### config.mk
export PLATFORM = sky130hd
export DESIGN_NAME = mgwc_ctrl
export DESIGN_NICKNAME = d
export VERILOG_FILES = /design/src/mgwc_pkg.sv /design/src/mgwc_ctrl.sv
export SDC_FILE = /design/constraint.sdc
export NUM_CORES = 1
export LEC_CHECK = 0
export CAP_MARGIN = 20
export CORE_AREA = 2 2 39 41
export CTS_BUF_LIST = sky130_fd_sc_hd__clkbuf_8
export DETAILED_ROUTE_END_ITERATION = 12
export DIE_AREA = 0 0 41 43
export DONT_BUFFER_PORTS = 1
export HOLD_SLACK_MARGIN = 0.08
export PLACE_DENSITY = 0.46
export SYNTH_ARGS = -nofsm -noshare
export SYNTH_HDL_FRONTEND = slang
export SYNTH_SLANG_ARGS = --single-unit
### constraint.sdc
create_clock -name clock -period 3.11 [get_ports clock]
set_clock_uncertainty 0.15 [all_clocks]
set_input_delay 0.1555 -clock clock [delete_from_list [all_inputs] [get_ports clock]]
set_output_delay 0.1555 -clock clock [all_outputs]
set_load 0.05 [all_outputs]
### src/mgwc_pkg.sv
// ----------------------------------------------------------------------------
// mgwc_pkg
// Shared types, constants and codes of the motion gated window capture block.
// ----------------------------------------------------------------------------
package mgwc_pkg;

   localparam int WINDOW_MAX_DEF = 64;
   localparam int BATCH_MAX_DEF  = 16;

   localparam logic [31:0] READY_MIN_DWELL = 32'd4;

   // transaction kinds
   localparam logic [1:0] ACT_SAMPLE = 2'd0;
   localparam logic [1:0] ACT_ARM    = 2'd1;
   localparam logic [1:0] ACT_READ   = 2'd2;

   // register indexes
   localparam logic [2:0] REG_GRAVITY    = 3'd0;
   localparam logic [2:0] REG_START_THR  = 3'd1;
   localparam logic [2:0] REG_STOP_THR   = 3'd2;
   localparam logic [2:0] REG_STILL_BAT  = 3'd3;
   localparam logic [2:0] REG_STILL_HOLD = 3'd4;
   localparam logic [2:0] REG_REPOS_WAIT = 3'd5;
   localparam logic [2:0] REG_WIN_LEN    = 3'd6;

   // sequencer phases
   localparam logic [2:0] PH_PENDING = 3'd0;
   localparam logic [2:0] PH_STILL   = 3'd1;
   localparam logic [2:0] PH_READY   = 3'd2;
   localparam logic [2:0] PH_CAPTURE = 3'd3;
   localparam logic [2:0] PH_REPOS   = 3'd4;

   // controller to datapath
   typedef struct packed {
      logic store_sample;  // write sample into batch store
      logic read_win;      // read window entry
      logic sqrt_start;    // start magnitude computation
      logic decide;        // run motion decision and phase step
      logic copy_start;    // copy start marker (the copy pointer is cleared on decide)
      logic copy_step;     // copy one triplet
      logic arm;           // set arm flag
      logic finish;        // transaction accepted: clear per-transaction flags
   } cmd_type;

   // datapath to controller
   typedef struct packed {
      logic sqrt_done;
      logic copy_more;     // capture continues with another triplet
      logic batch_close;   // this sample closes a nonempty batch
   } stat_type;

endpackage

### src/mgwc_ctrl.sv
// ----------------------------------------------------------------------------
// mgwc_ctrl
// Transaction sequencer: accepts one request, steps the datapath, then
// presents the response.
// ----------------------------------------------------------------------------
module mgwc_ctrl
   import mgwc_pkg::*;
(
   input  logic     clock,
   input  logic     reset,
   input  logic     req_tvalid,
   output logic     req_tready,
   input  logic [1:0] req_action,
   output logic     rsp_tvalid,
   input  logic     rsp_tready,
   output cmd_type  cmd,
   input  stat_type stat
);

   typedef enum logic [5:0] {
      ST_IDLE   = 6'b000001,
      ST_SQRT   = 6'b000010,
      ST_DECIDE = 6'b000100,
      ST_COPY   = 6'b001000,
      ST_RESP   = 6'b010000,
      ST_DONE   = 6'b100000
   } state_type;

   state_type state_ff, state_in;
   logic      accept;

   assign req_tready = (state_ff == ST_IDLE);
   assign rsp_tvalid = (state_ff == ST_RESP);
   assign accept     = req_tvalid && req_tready;

   // next state and commands
   always_comb begin
      state_in = state_ff;
      cmd      = '0;
      unique case (state_ff)
         ST_IDLE: begin
            if (accept) begin
               cmd.store_sample = (req_action == ACT_SAMPLE);
               cmd.read_win     = (req_action == ACT_READ);
               cmd.arm          = (req_action == ACT_ARM);
               cmd.finish       = 1'b1;
               if (req_action == ACT_SAMPLE && stat.batch_close) begin
                  cmd.sqrt_start = 1'b1;
                  state_in       = ST_SQRT;
               end else begin
                  state_in = ST_RESP;
               end
            end
         end
         ST_SQRT: begin
            if (stat.sqrt_done) state_in = ST_DECIDE;
         end
         ST_DECIDE: begin
            cmd.decide     = 1'b1;
            cmd.copy_start = 1'b1;
            state_in       = ST_COPY;
         end
         ST_COPY: begin
            if (stat.copy_more) begin
               cmd.copy_step = 1'b1;
            end else begin
               state_in = ST_DONE;
            end
         end
         ST_DONE: begin
            state_in = ST_RESP;
         end
         ST_RESP: begin
            if (rsp_tready) state_in = ST_IDLE;
         end
         default: state_in = ST_IDLE;
      endcase
   end

   always_ff @(posedge clock) begin
      if (reset) state_ff <= ST_IDLE;
      else       state_ff <= state_in;
   end

endmodule

==> summary.md, run 1 <==
| Metric | Value |
|---|---|
| Worst stage delay on the critical path | 0.59 ns |
| Clock Latency Late Sink | 0.22 ns |
| Ant. Diodes | 0 |
| Synth Instances | 58 |
| Yosys top cell area share | 26.4% |
| Tmin final | 2.96 ns |
| PostCTS Resize Cnt | 0 |
| Max Slew Vio Count | 0 |
| Count of cell types in the netlist | 28 |
| GRT Total Usage | 14.7% |
| Post-DP HPWL | 816 um |
| Post-synthesis sequential area ratio | 26.4% |
| Synth area leader | dfxtp_1 |
| I/O Pins | 19 |
| Port buffer count | 0 |
| CP required | 3.12 ns |
| Synth warn | 0 |
| Largest Register | state_ff |
| GRT overflow | 0 |
| First drt pass iteration count | 2 |
| DRC violations left | 0 |
| Area of the core | 0.00138 mm2 |
| Max cap viols | 0 |
| H-tree depth | 1 |
| Avg WL per Cell | 13.3 um |
| Starting Density | 32.9% |
| First DRT Iteration DRCs | 4 |
| Antenna viol nets, final | 0 |
| Syn_area_per_cell | 7.85 um2 |
| Post-synth net total | 67 |
| Final setup viols | 0 |
| Area Growth Syn to Fin | 28.3% |
| Drt via density | 5.42 |
| Instance count on the critical path | 7 |
| Num CTS Buffers | 3 |
| Cell with the most instances after synthesis | dfxtp_1 |
| Die area | 0.00176 mm2 |
| Setup CP Type | flip-flop to flip-flop |
| First-pass GRT wire length | 1.77 mm |
| Worst r2r src | state_ff[2] |
| Final core occ | 42.2% |
| Crit path to | state_ff[1] |
| Crit. End Element | flip-flop |
| Reg-to-reg slack, setup | 0.15 ns |
| Pwr/cell area | 556 mW/mm2 |
| Slew @ Worst Pin | 0.819 ns |
| Pin count of the biggest net entering global routing | 11 |
| Vias in the first global route | 431 |
| Hold Crit Class | primary input to flip-flop |
| Critical-path top delay cell | dlygate4sd3_1 |
| Placement Rows | 14 |
| Delay-heaviest family, CP | buffers and inverters |
| #FFs+latches synth | 6 |
| TritonCTS Sinks | 6 |
| Final hold vios | 0 |
| Max Root-Sink Buffers | 2 |
| RSZ-0062 raised after global routing | false |
| Status | complete, no violations |
| Post-Route WL | 1.11 mm |
| Largest register FFs | 6 |
| Final period utilization | 95.3% |
| Clock slew at reported path FFs | 0.04 ns |
| Worst setup SP type | flip-flop |
| Height of the die | 43 um |
| CP most frequent cell | dlygate4sd3_1 |
| Worst path bufs/invs | 3 |
| Worst-path fanout max | 5 |
| Width of the die | 41 um |
| Root Buffer | clkbuf_8 |
| Worst path cell trace | or4_4 > nor3b_4 > buf_4 > nand4_1 > dlygate4sd3_1 > a21oi_1 > dlygate4sd3_1 |
| Origin of the worst setup path | state_ff[2] |
| Dominant synthesized flop cell | dfxtp_1 |
| FMAX | 337 MHz |
| Data arrival time of the critical path | 2.98 ns |
| CTS tree | yes |
| RR Endpoint | state_ff[1] |
| Max VDD drop | 0.261 mV |
| Vias | 450 |
| Final #Nets | 78 |
| Share of cells above drive strength 1 | 22.4% |
| Postcts setup bufs | 0 |
| Placer Congestion | 0.705 |
| Initial antenna violation count | 0 |
| Static leakage | 0.000240 uW |
| Top post-synthesis cells by area | dfxtp_1, nor3b_2, a21oi_1, nor3_1, nor2_1 |
| Slew HR | 45.4% |
| Mapped Area | 455 um2 |
| Ys async rst share | 0% |
| Total negative slack | 0 ns |
| Commonest cells in the netlist | dfxtp_1, a21oi_1, nor2_1 |
| R2r worst-path depth | 7 |
| Post-synth EDFFs | 0 |
| Biggest regs | state_ff (6) |
| Hold buffers post-CTS | 6 |
through the flow:
step / hold slack [ns] / instances / worst slack (ns) / cell area, um2 / total power (uW)
after floorplan: 0.0701 / 58 / 0.0481 / 455 / 183
after global placement: 0.0733 / 74 / 0.916 / 483 / 203
after detailed placement: 0.0724 / 74 / 0.929 / 483 / 202
after CTS: 0.285 / 83 / 0.138 / 584 / 329
after global routing: 0.358 / 83 / 0.0714 / 584 / 342
final: 0.283 / 83 / 0.146 / 584 / 325
cell families (layout without fill, tap and decap cells):
family                 Yosys count  count (layout)  share of synthesized area [%]
AO/OA/AOI/OAI                   12              12                           16.8
XOR/XNOR                         1               1                           1.92
buffers and inverters            9              18                           9.89
flip-flops                       6               6                           26.4
multiplexers                     1               1                           2.47
AND/OR/NAND/NOR                 29              29                           42.6
area by class of cell:
| class | count | area (um2) |
|---|---|---|
| Clock buffer | 3 | 41.3 |
| Fill cell | 144 | 800 |
| Inverter | 4 | 15.0 |
| Multi-Input combinational cell | 43 | 290 |
| Sequential cell | 6 | 120 |
| Tap cell | 16 | 20.0 |
| Timing Repair Buffer | 11 | 97.6 |
power by group:
group / switching, uW / internal (uW)
Combinational: 70.1 / 43.1
Clock: 31.7 / 83.0
Sequential: 14.2 / 82.8
layout by cell type (no fill, tap or decap), drive strengths merged, types with 2 or more instances in the layout:
cell type    netlist  routed
o21ai              3       3
inv                4       4
dlygate4sd3        0       6
nor4               2       2
clkbuf             3       3
o211ai             2       2
a21oi              5       5
nor2               5       5
nor3               4       4
nor3b              5       5
buf                2       5
dfxtp              6       6
nor2b              2       2
nand2              5       5
worst min-delay path, stage by stage:
cell,delay (ns)
nand3b_1,0.16
o211ai_1,0.23
nor3_1,0.07
worst min path at each step:
| stage | start | endpoint | slack, ns | cells past startpoint |
|---|---|---|---|---|
| global placement | reset | state_ff[4] | 0.07 | 1 |
| global route | stat[2] | state_ff[5] | 0.36 | 3 |
| CTS | stat[2] | state_ff[5] | 0.29 | 3 |
| floorplan | reset | state_ff[4] | 0.07 | 1 |
| detailed placement | reset | state_ff[4] | 0.07 | 1 |
| finish | stat[2] | state_ff[5] | 0.28 | 3 |
metal layers:
metal | GRT usage [%] | share of wire (%)
met1 | 17.0 | 46
met2 | 24.1 | 48
met3 | 6.81 | 5.9
met4 | 2.00 | 0
met5 | 0 | 0
(Power assumes the default switching activity.)
==> run 2, diff against run 1 <==
Settings changed: CELL_PAD_IN_SITES_DETAIL_PLACEMENT set to 1, CELL_PAD_IN_SITES_GLOBAL_PLACEMENT set to 1, PLACE_DENSITY 0.46 to 0.62.
==> run 2 against run 1 <==
  * Non-clock buffer count unchanged
  * Cell area unchanged
  * Clock power hardly changed
  * Sequential cell count did not move
  * First-iteration DRC count did not move
  * Power rose by 0.71%
  * Largest cell class unchanged
  * Hold slack got worse by 0.16 ns
  * Maximum frequency fell by 0.60%
  * Largest power group unchanged
  * Cell count did not move
==> summary.md, run 2 (synthesized netlist as in run 1, its figures left out) <==
| Metric | Value |
|---|---|
| H-tree depth | 1 |
| Switching Share | 36.1% |
| Largest Register | state_ff |
| RR Endpoint | state_ff[1] |
| Setup CP Type | flip-flop to flip-flop |
| Final setup viols | 0 |
| Avg WL per Cell | 15.2 um |
| Share of cells above drive strength 1 | 22.4% |
| DRC violations left | 0 |
| Clock slew at reported path FFs | 0.04 ns |
| Ant. Diodes | 0 |
| Width of the die | 41 um |
| Static leakage | 0.000240 uW |
| Pwr Total | 327 uW |
| R2r worst-path depth | 7 |
| Pwr/cell area | 560 mW/mm2 |
| Slew HR | 44.9% |
| Combinational share of power | 34.8% |
| Max Slew Vio Count | 0 |
| Critical-path top delay cell | dlygate4sd3_1 |
| Final core occ | 42.2% |
| Port buffer count | 0 |
| First drt pass iteration count | 4 |
| RSZ-0062 raised after global routing | false |
| Postcts setup bufs | 0 |
| Worst stage delay on the critical path | 0.58 ns |
| Setup ws final | 0.128 ns |
| Hold Crit Class | primary input to flip-flop |
| Pre-CTS setup slack | 0.947 ns |
| First DRT Iteration DRCs | 4 |
| Crit path to | state_ff[1] |
| Drt via density | 5.48 |
| Reg-to-reg slack, setup | 0.13 ns |
| Num CTS Buffers | 3 |
| Global route hottest layer | met2 |
| First-pass GRT wire length | 2.17 mm |
| FILL cells | 164 |
| Root Buffer | clkbuf_8 |
| Instance count on the critical path | 7 |
| Post-DP HPWL | 909 um |
| FMAX | 335 MHz |
| Height of the die | 43 um |
| Internal cell power | 209 uW |
| GRT overflow | 0 |
| I/O Pins | 19 |
| Total negative slack | 0 ns |
| Area of the core | 0.00138 mm2 |
| Clock Latency Late Sink | 0.22 ns |
| Biggest regs | state_ff (6) |
| Vias | 455 |
| Starting Density | 32.9% |
| Status | complete, no violations |
| Sequential Power Share | 29.7% |
| Placement Rows | 14 |
| Pin count of the biggest net entering global routing | 11 |
| CP required | 3.12 ns |
| Max VDD drop | 0.181 mV |
| Initial antenna violation count | 0 |
| Final period utilization | 95.9% |
| Placed Area | 483 um2 |
| Final hold vios | 0 |
| Slew @ Worst Pin | 0.826 ns |
| Tmin final | 2.98 ns |
| Post-Route WL | 1.26 mm |
| Design area | 584 um2 |
| Max cap viols | 0 |
| Data arrival time of the critical path | 3.00 ns |
| Most frequent cells in the layout | dlygate4sd3_1, dfxtp_1, nor2_1, a21oi_1, buf_4 |
| Worst r2r src | state_ff[1] |
| Placer Congestion | 0.754 |
| GRT Total Usage | 18.4% |
| CTS tree | yes |
| Worst setup SP type | flip-flop |
| Worst path cell trace | or4_4 > nor3b_4 > buf_4 > nand4_1 > dlygate4sd3_1 > a21oi_1 > dlygate4sd3_1 |
| Crit. End Element | flip-flop |
| Final #Nets | 78 |
| Largest register FFs | 6 |
| CP most frequent cell | dlygate4sd3_1 |
| Met1 Usage GRT | 21.5% |
| Worst path bufs/invs | 3 |
| Met3 usage | 5.24% |
| TritonCTS Sinks | 6 |
| Vias in the first global route | 494 |
| Met2 usage | 30.3% |
| Max Root-Sink Buffers | 2 |
| Clock power share | 35.5% |
| Delay-heaviest family, CP | buffers and inverters |
| Antenna viol nets, final | 0 |
| Origin of the worst setup path | state_ff[1] |
| Die area | 0.00176 mm2 |
| Worst-path fanout max | 8 |
| Area Growth Syn to Fin | 28.3% |
| NetSw | 118 uW |
## run 2: how the worst min path moves through the flow
| stage | end | cells past startpoint | start | slack (ns) |
|---|---|---|---|---|
| 2_1_floorplan | state_ff[4] | 1 | reset | 0.07 |
| 3_3_place_gp | state_ff[4] | 1 | reset | 0.07 |
| 3_5_place_dp | state_ff[4] | 1 | reset | 0.07 |
| 4_1_cts | state_ff[0] | 3 | req_tvalid | 0.13 |
| 5_1_grt | state_ff[0] | 3 | req_tvalid | 0.16 |
| 6_report | state_ff[0] | 3 | req_tvalid | 0.13 |
## run 2: power by group through the flow
stage	Clock (uW)	Combinational, uW	Sequential, uW
CTS	118	115	96.9
global placement	0	103	98.5
finish	116	114	97.3
global route	122	122	99.1
floorplan	0	98.1	84.8
detailed placement	0	104	98.1
## run 2: area by class of cell
cell class | count | area [um2] | area share, %
repair buffers | 11 | 97.6 | 16.7
multi-input cells | 43 | 290 | 49.7
clock buffers | 3 | 41.3 | 7.07
flip-flops and latches | 6 | 120 | 20.6
well taps | 16 | 20.0 | 3.43
inverters | 4 | 15.0 | 2.57
## run 2: repair_timing
| action | 4_1_cts | 5_1_grt |
|---|---|---|
| hold endpoints to repair | 6 | 0 |
| setup endpoints to repair | 0 | 0 |
| hold buffers | 6 | 0 |
| gates resized for setup | 0 | 0 |
## run 2: per-stage QoR
stage	instances	hold slack (ns)
floorplan	58	0.0701
global route	83	0.159
global placement	74	0.0726
detailed placement	74	0.0745
finish	83	0.127
CTS	83	0.130
## run 2: worst reg2reg max path, cell delays in order, from the launching register on
cell           delay [ns]
dfxtp_1              0.37
or4_4                0.54
nor3b_4              0.21
buf_4                0.24
nand4_1              0.14
dlygate4sd3_1        0.58
a21oi_1              0.13
dlygate4sd3_1        0.56
## run 2: routing by layer
layer  wire [um]  share of wire [%]
met1         504                 40
met4          13                1.0
met5           0                  0
met3          56                4.4
met2         688                 54
==> run 3, diff against run 2 <==
Settings changed: ABC_AREA set to 1, GPL_ROUTABILITY_DRIVEN set to 0, SLEW_MARGIN set to 10.
==> run 3 against run 2 <==
  * Hold slack got worse by 0.0043 ns
  * Largest cell class unchanged
  * Clock power about the same
  * Critical endpoint unchanged
  * Critical path depth shrank 1
  * First-iteration DRC count grew to 4.0 times the previous value
  * Cell count up 3.6%
  * Global-route usage down 1.5 points
  * Cell area is 2.8% lower
  * Sequential power is 8.8% lower
==> summary.md, run 3 <==
| Metric | Value |
|---|---|
| WHS | 0.123 ns |
| Root Buffer | clkbuf_8 |
| Postcts setup bufs | 0 |
| GRT Total Usage | 16.9% |
| Area Growth Syn to Fin | 25.8% |
| TritonCTS Sinks | 6 |
| Drt via density | 5.17 |
| DRC violations left | 0 |
| Status | complete, no violations |
| Internal cell power | 197 uW |
| Max Root-Sink Buffers | 2 |
| I/O Pins | 19 |
| Clock slew at reported path FFs | 0.04 ns |
| Height of the die | 43 um |
| Pwr/cell area | 568 mW/mm2 |
| Avg WL per Cell | 13.3 um |
| First DRT Iteration DRCs | 16 |
| Port buffer count | 0 |
| RSZ-0062 raised after global routing | false |
| Num CTS Buffers | 3 |
| FMAX | 474 MHz |
| Top post-synthesis cells by area | dfxtp_1, nor2_4, inv_1, nand4_1, nand4_2 |
| Setup CP Type | flip-flop to flip-flop |
| Initial antenna violation count | 0 |
| Share of cells above drive strength 1 | 30.0% |
| Worst setup SP type | flip-flop |
| Post-synth net total | 70 |
| Final hold vios | 0 |
| Count of cell types in the netlist | 21 |
| Tmin final | 2.11 ns |
| Inst Count DP | 79 |
| GRT overflow | 0 |
| Largest Register | state_ff |
| Max VDD drop | 0.297 mV |
| Clock Latency Late Sink | 0.22 ns |
| Final period utilization | 67.8% |
| Die area | 0.00176 mm2 |
| Final core occ | 41.0% |
| Post-Route WL | 1.15 mm |
| Mapped Area | 452 um2 |
| Commonest cells in the netlist | inv_1, dfxtp_1, nand2_1, nor2_4 |
| NetSw | 126 uW |
| Antenna viol nets, final | 0 |
| Post-DP HPWL | 869 um |
| Vias | 445 |
| Hold buffers post-CTS | 4 |
| Final setup viols | 0 |
| Max Slew Vio Count | 0 |
| Setup ws final | 1.00 ns |
| Vias in the first global route | 475 |
| Synth warn | 0 |
| Switching Share | 38.9% |
| Biggest regs | state_ff (6) |
| Pin count of the biggest net entering global routing | 8 |
| Placement Rows | 14 |
| Starting Density | 32.6% |
| Data arrival time of the critical path | 2.12 ns |
| #FFs+latches synth | 6 |
| Slew HR | 45.5% |
| Yosys top cell area share | 26.6% |
| Static leakage | 0.000293 uW |
| First-pass GRT wire length | 1.99 mm |
| Slew @ Worst Pin | 0.816 ns |
| Most frequent cells in the layout | inv_1, nand2_1, dfxtp_1 |
| Final #Nets | 81 |
| Non-filler cells, final | 86 |
| Synth Instances | 61 |
| Max cap viols | 0 |
| Worst-path fanout max | 7 |
| Crit. End Element | flip-flop |
| Total negative slack | 0 ns |
| Post-synth EDFFs | 0 |
| CP required | 3.12 ns |
| H-tree depth | 1 |
| Hold Crit Class | primary input to flip-flop |
| CTS tree | yes |
| Dominant synthesized flop cell | dfxtp_1 |
| Width of the die | 41 um |
| Largest register FFs | 6 |
| Clock power share | 36.4% |
| Ant. Diodes | 0 |
| Post-synthesis sequential area ratio | 26.6% |
| Commonest non-fill, non-tap cell in the layout | inv_1 |
| Area of the core | 0.00138 mm2 |
| Pre-CTS setup slack | 1.28 ns |
| Cell with the most instances after synthesis | inv_1 |
| First drt pass iteration count | 4 |
| Combinational share of power | 36.1% |
| PostCTS Resize Cnt | 0 |
| Syn_area_per_cell | 7.40 um2 |
| Sequential Power Share | 27.5% |
| Ys async rst share | 0% |
| Synth area leader | dfxtp_1 |
run 3: cell count changes after synthesis, sizes merged, moves of 3 or more:
cell / delta
clkbuf: -3
nand4: +5
nor3b: -3
nand3: +4
nor2: +6
inv: +11
run 3: area by class of cell:
type                            count  area (um2)
Timing Repair Buffer                7        62.6
Inverter                           15        56.3
Clock buffer                        3        41.3
Tap cell                           16        20.0
Multi-Input combinational cell     39         268
Fill cell                         180         816
Sequential cell                     6         120
run 3: path summary, 6_finish.rpt:
kind | from | end | slack, ns | cells after the start
setup / recovery | state_ff[2] | state_ff[1] | 1.00 | 6
hold / removal | req_tvalid | state_ff[0] | 0.12 | 3
setup reg to reg | state_ff[2] | state_ff[1] | 1.00 | 6
hold reg to reg | state_ff[2] | state_ff[3] | 0.50 | 2
run 3: kinds of logic (layout without fill, tap and decap cells):
family / count (synthesis) / after routing / synth area share [%]
buf+inv: 16 / 25 / 14.1
simple gates: 35 / 35 / 54.0
compound gates: 4 / 4 / 5.26
flops: 6 / 6 / 26.6
run 3: layer usage:
metal	routed length, um	global-route usage, %	vias to the layer above	share of wire, %
li1	-	-	216	-
met5	0	0	-	0
met3	62	3.66	4	5.4
met4	28	10.0	0	2.4
met1	436	19.0	203	38
met2	620	27.2	22	54
run 3: critical path: stages (launching register included):
cell and delay (ns):
dfxtp_1 0.33, nor2_4 0.23, nand3_4 0.12, nor2_4 0.32, nand2_1 0.15, a21oi_2 0.15
dlygate4sd3_1 0.58
run 3: through the flow:
| step | cell area [um2] | power (uW) |
|---|---|---|
| floorplan | 452 | 186 |
| global placement | 487 | 200 |
| detailed placement | 487 | 201 |
| CTS | 568 | 324 |
| global route | 568 | 341 |
| finish | 568 | 323 |
run 3: power by group through the flow:
stage	logic, uW	registers [uW]	clock network (uW)
CTS	117	88.8	119
global placement	111	89.4	0
finish	116	88.7	118
floorplan	97.3	89.2	0
detailed placement	112	89.9	0
global route	128	89.7	124
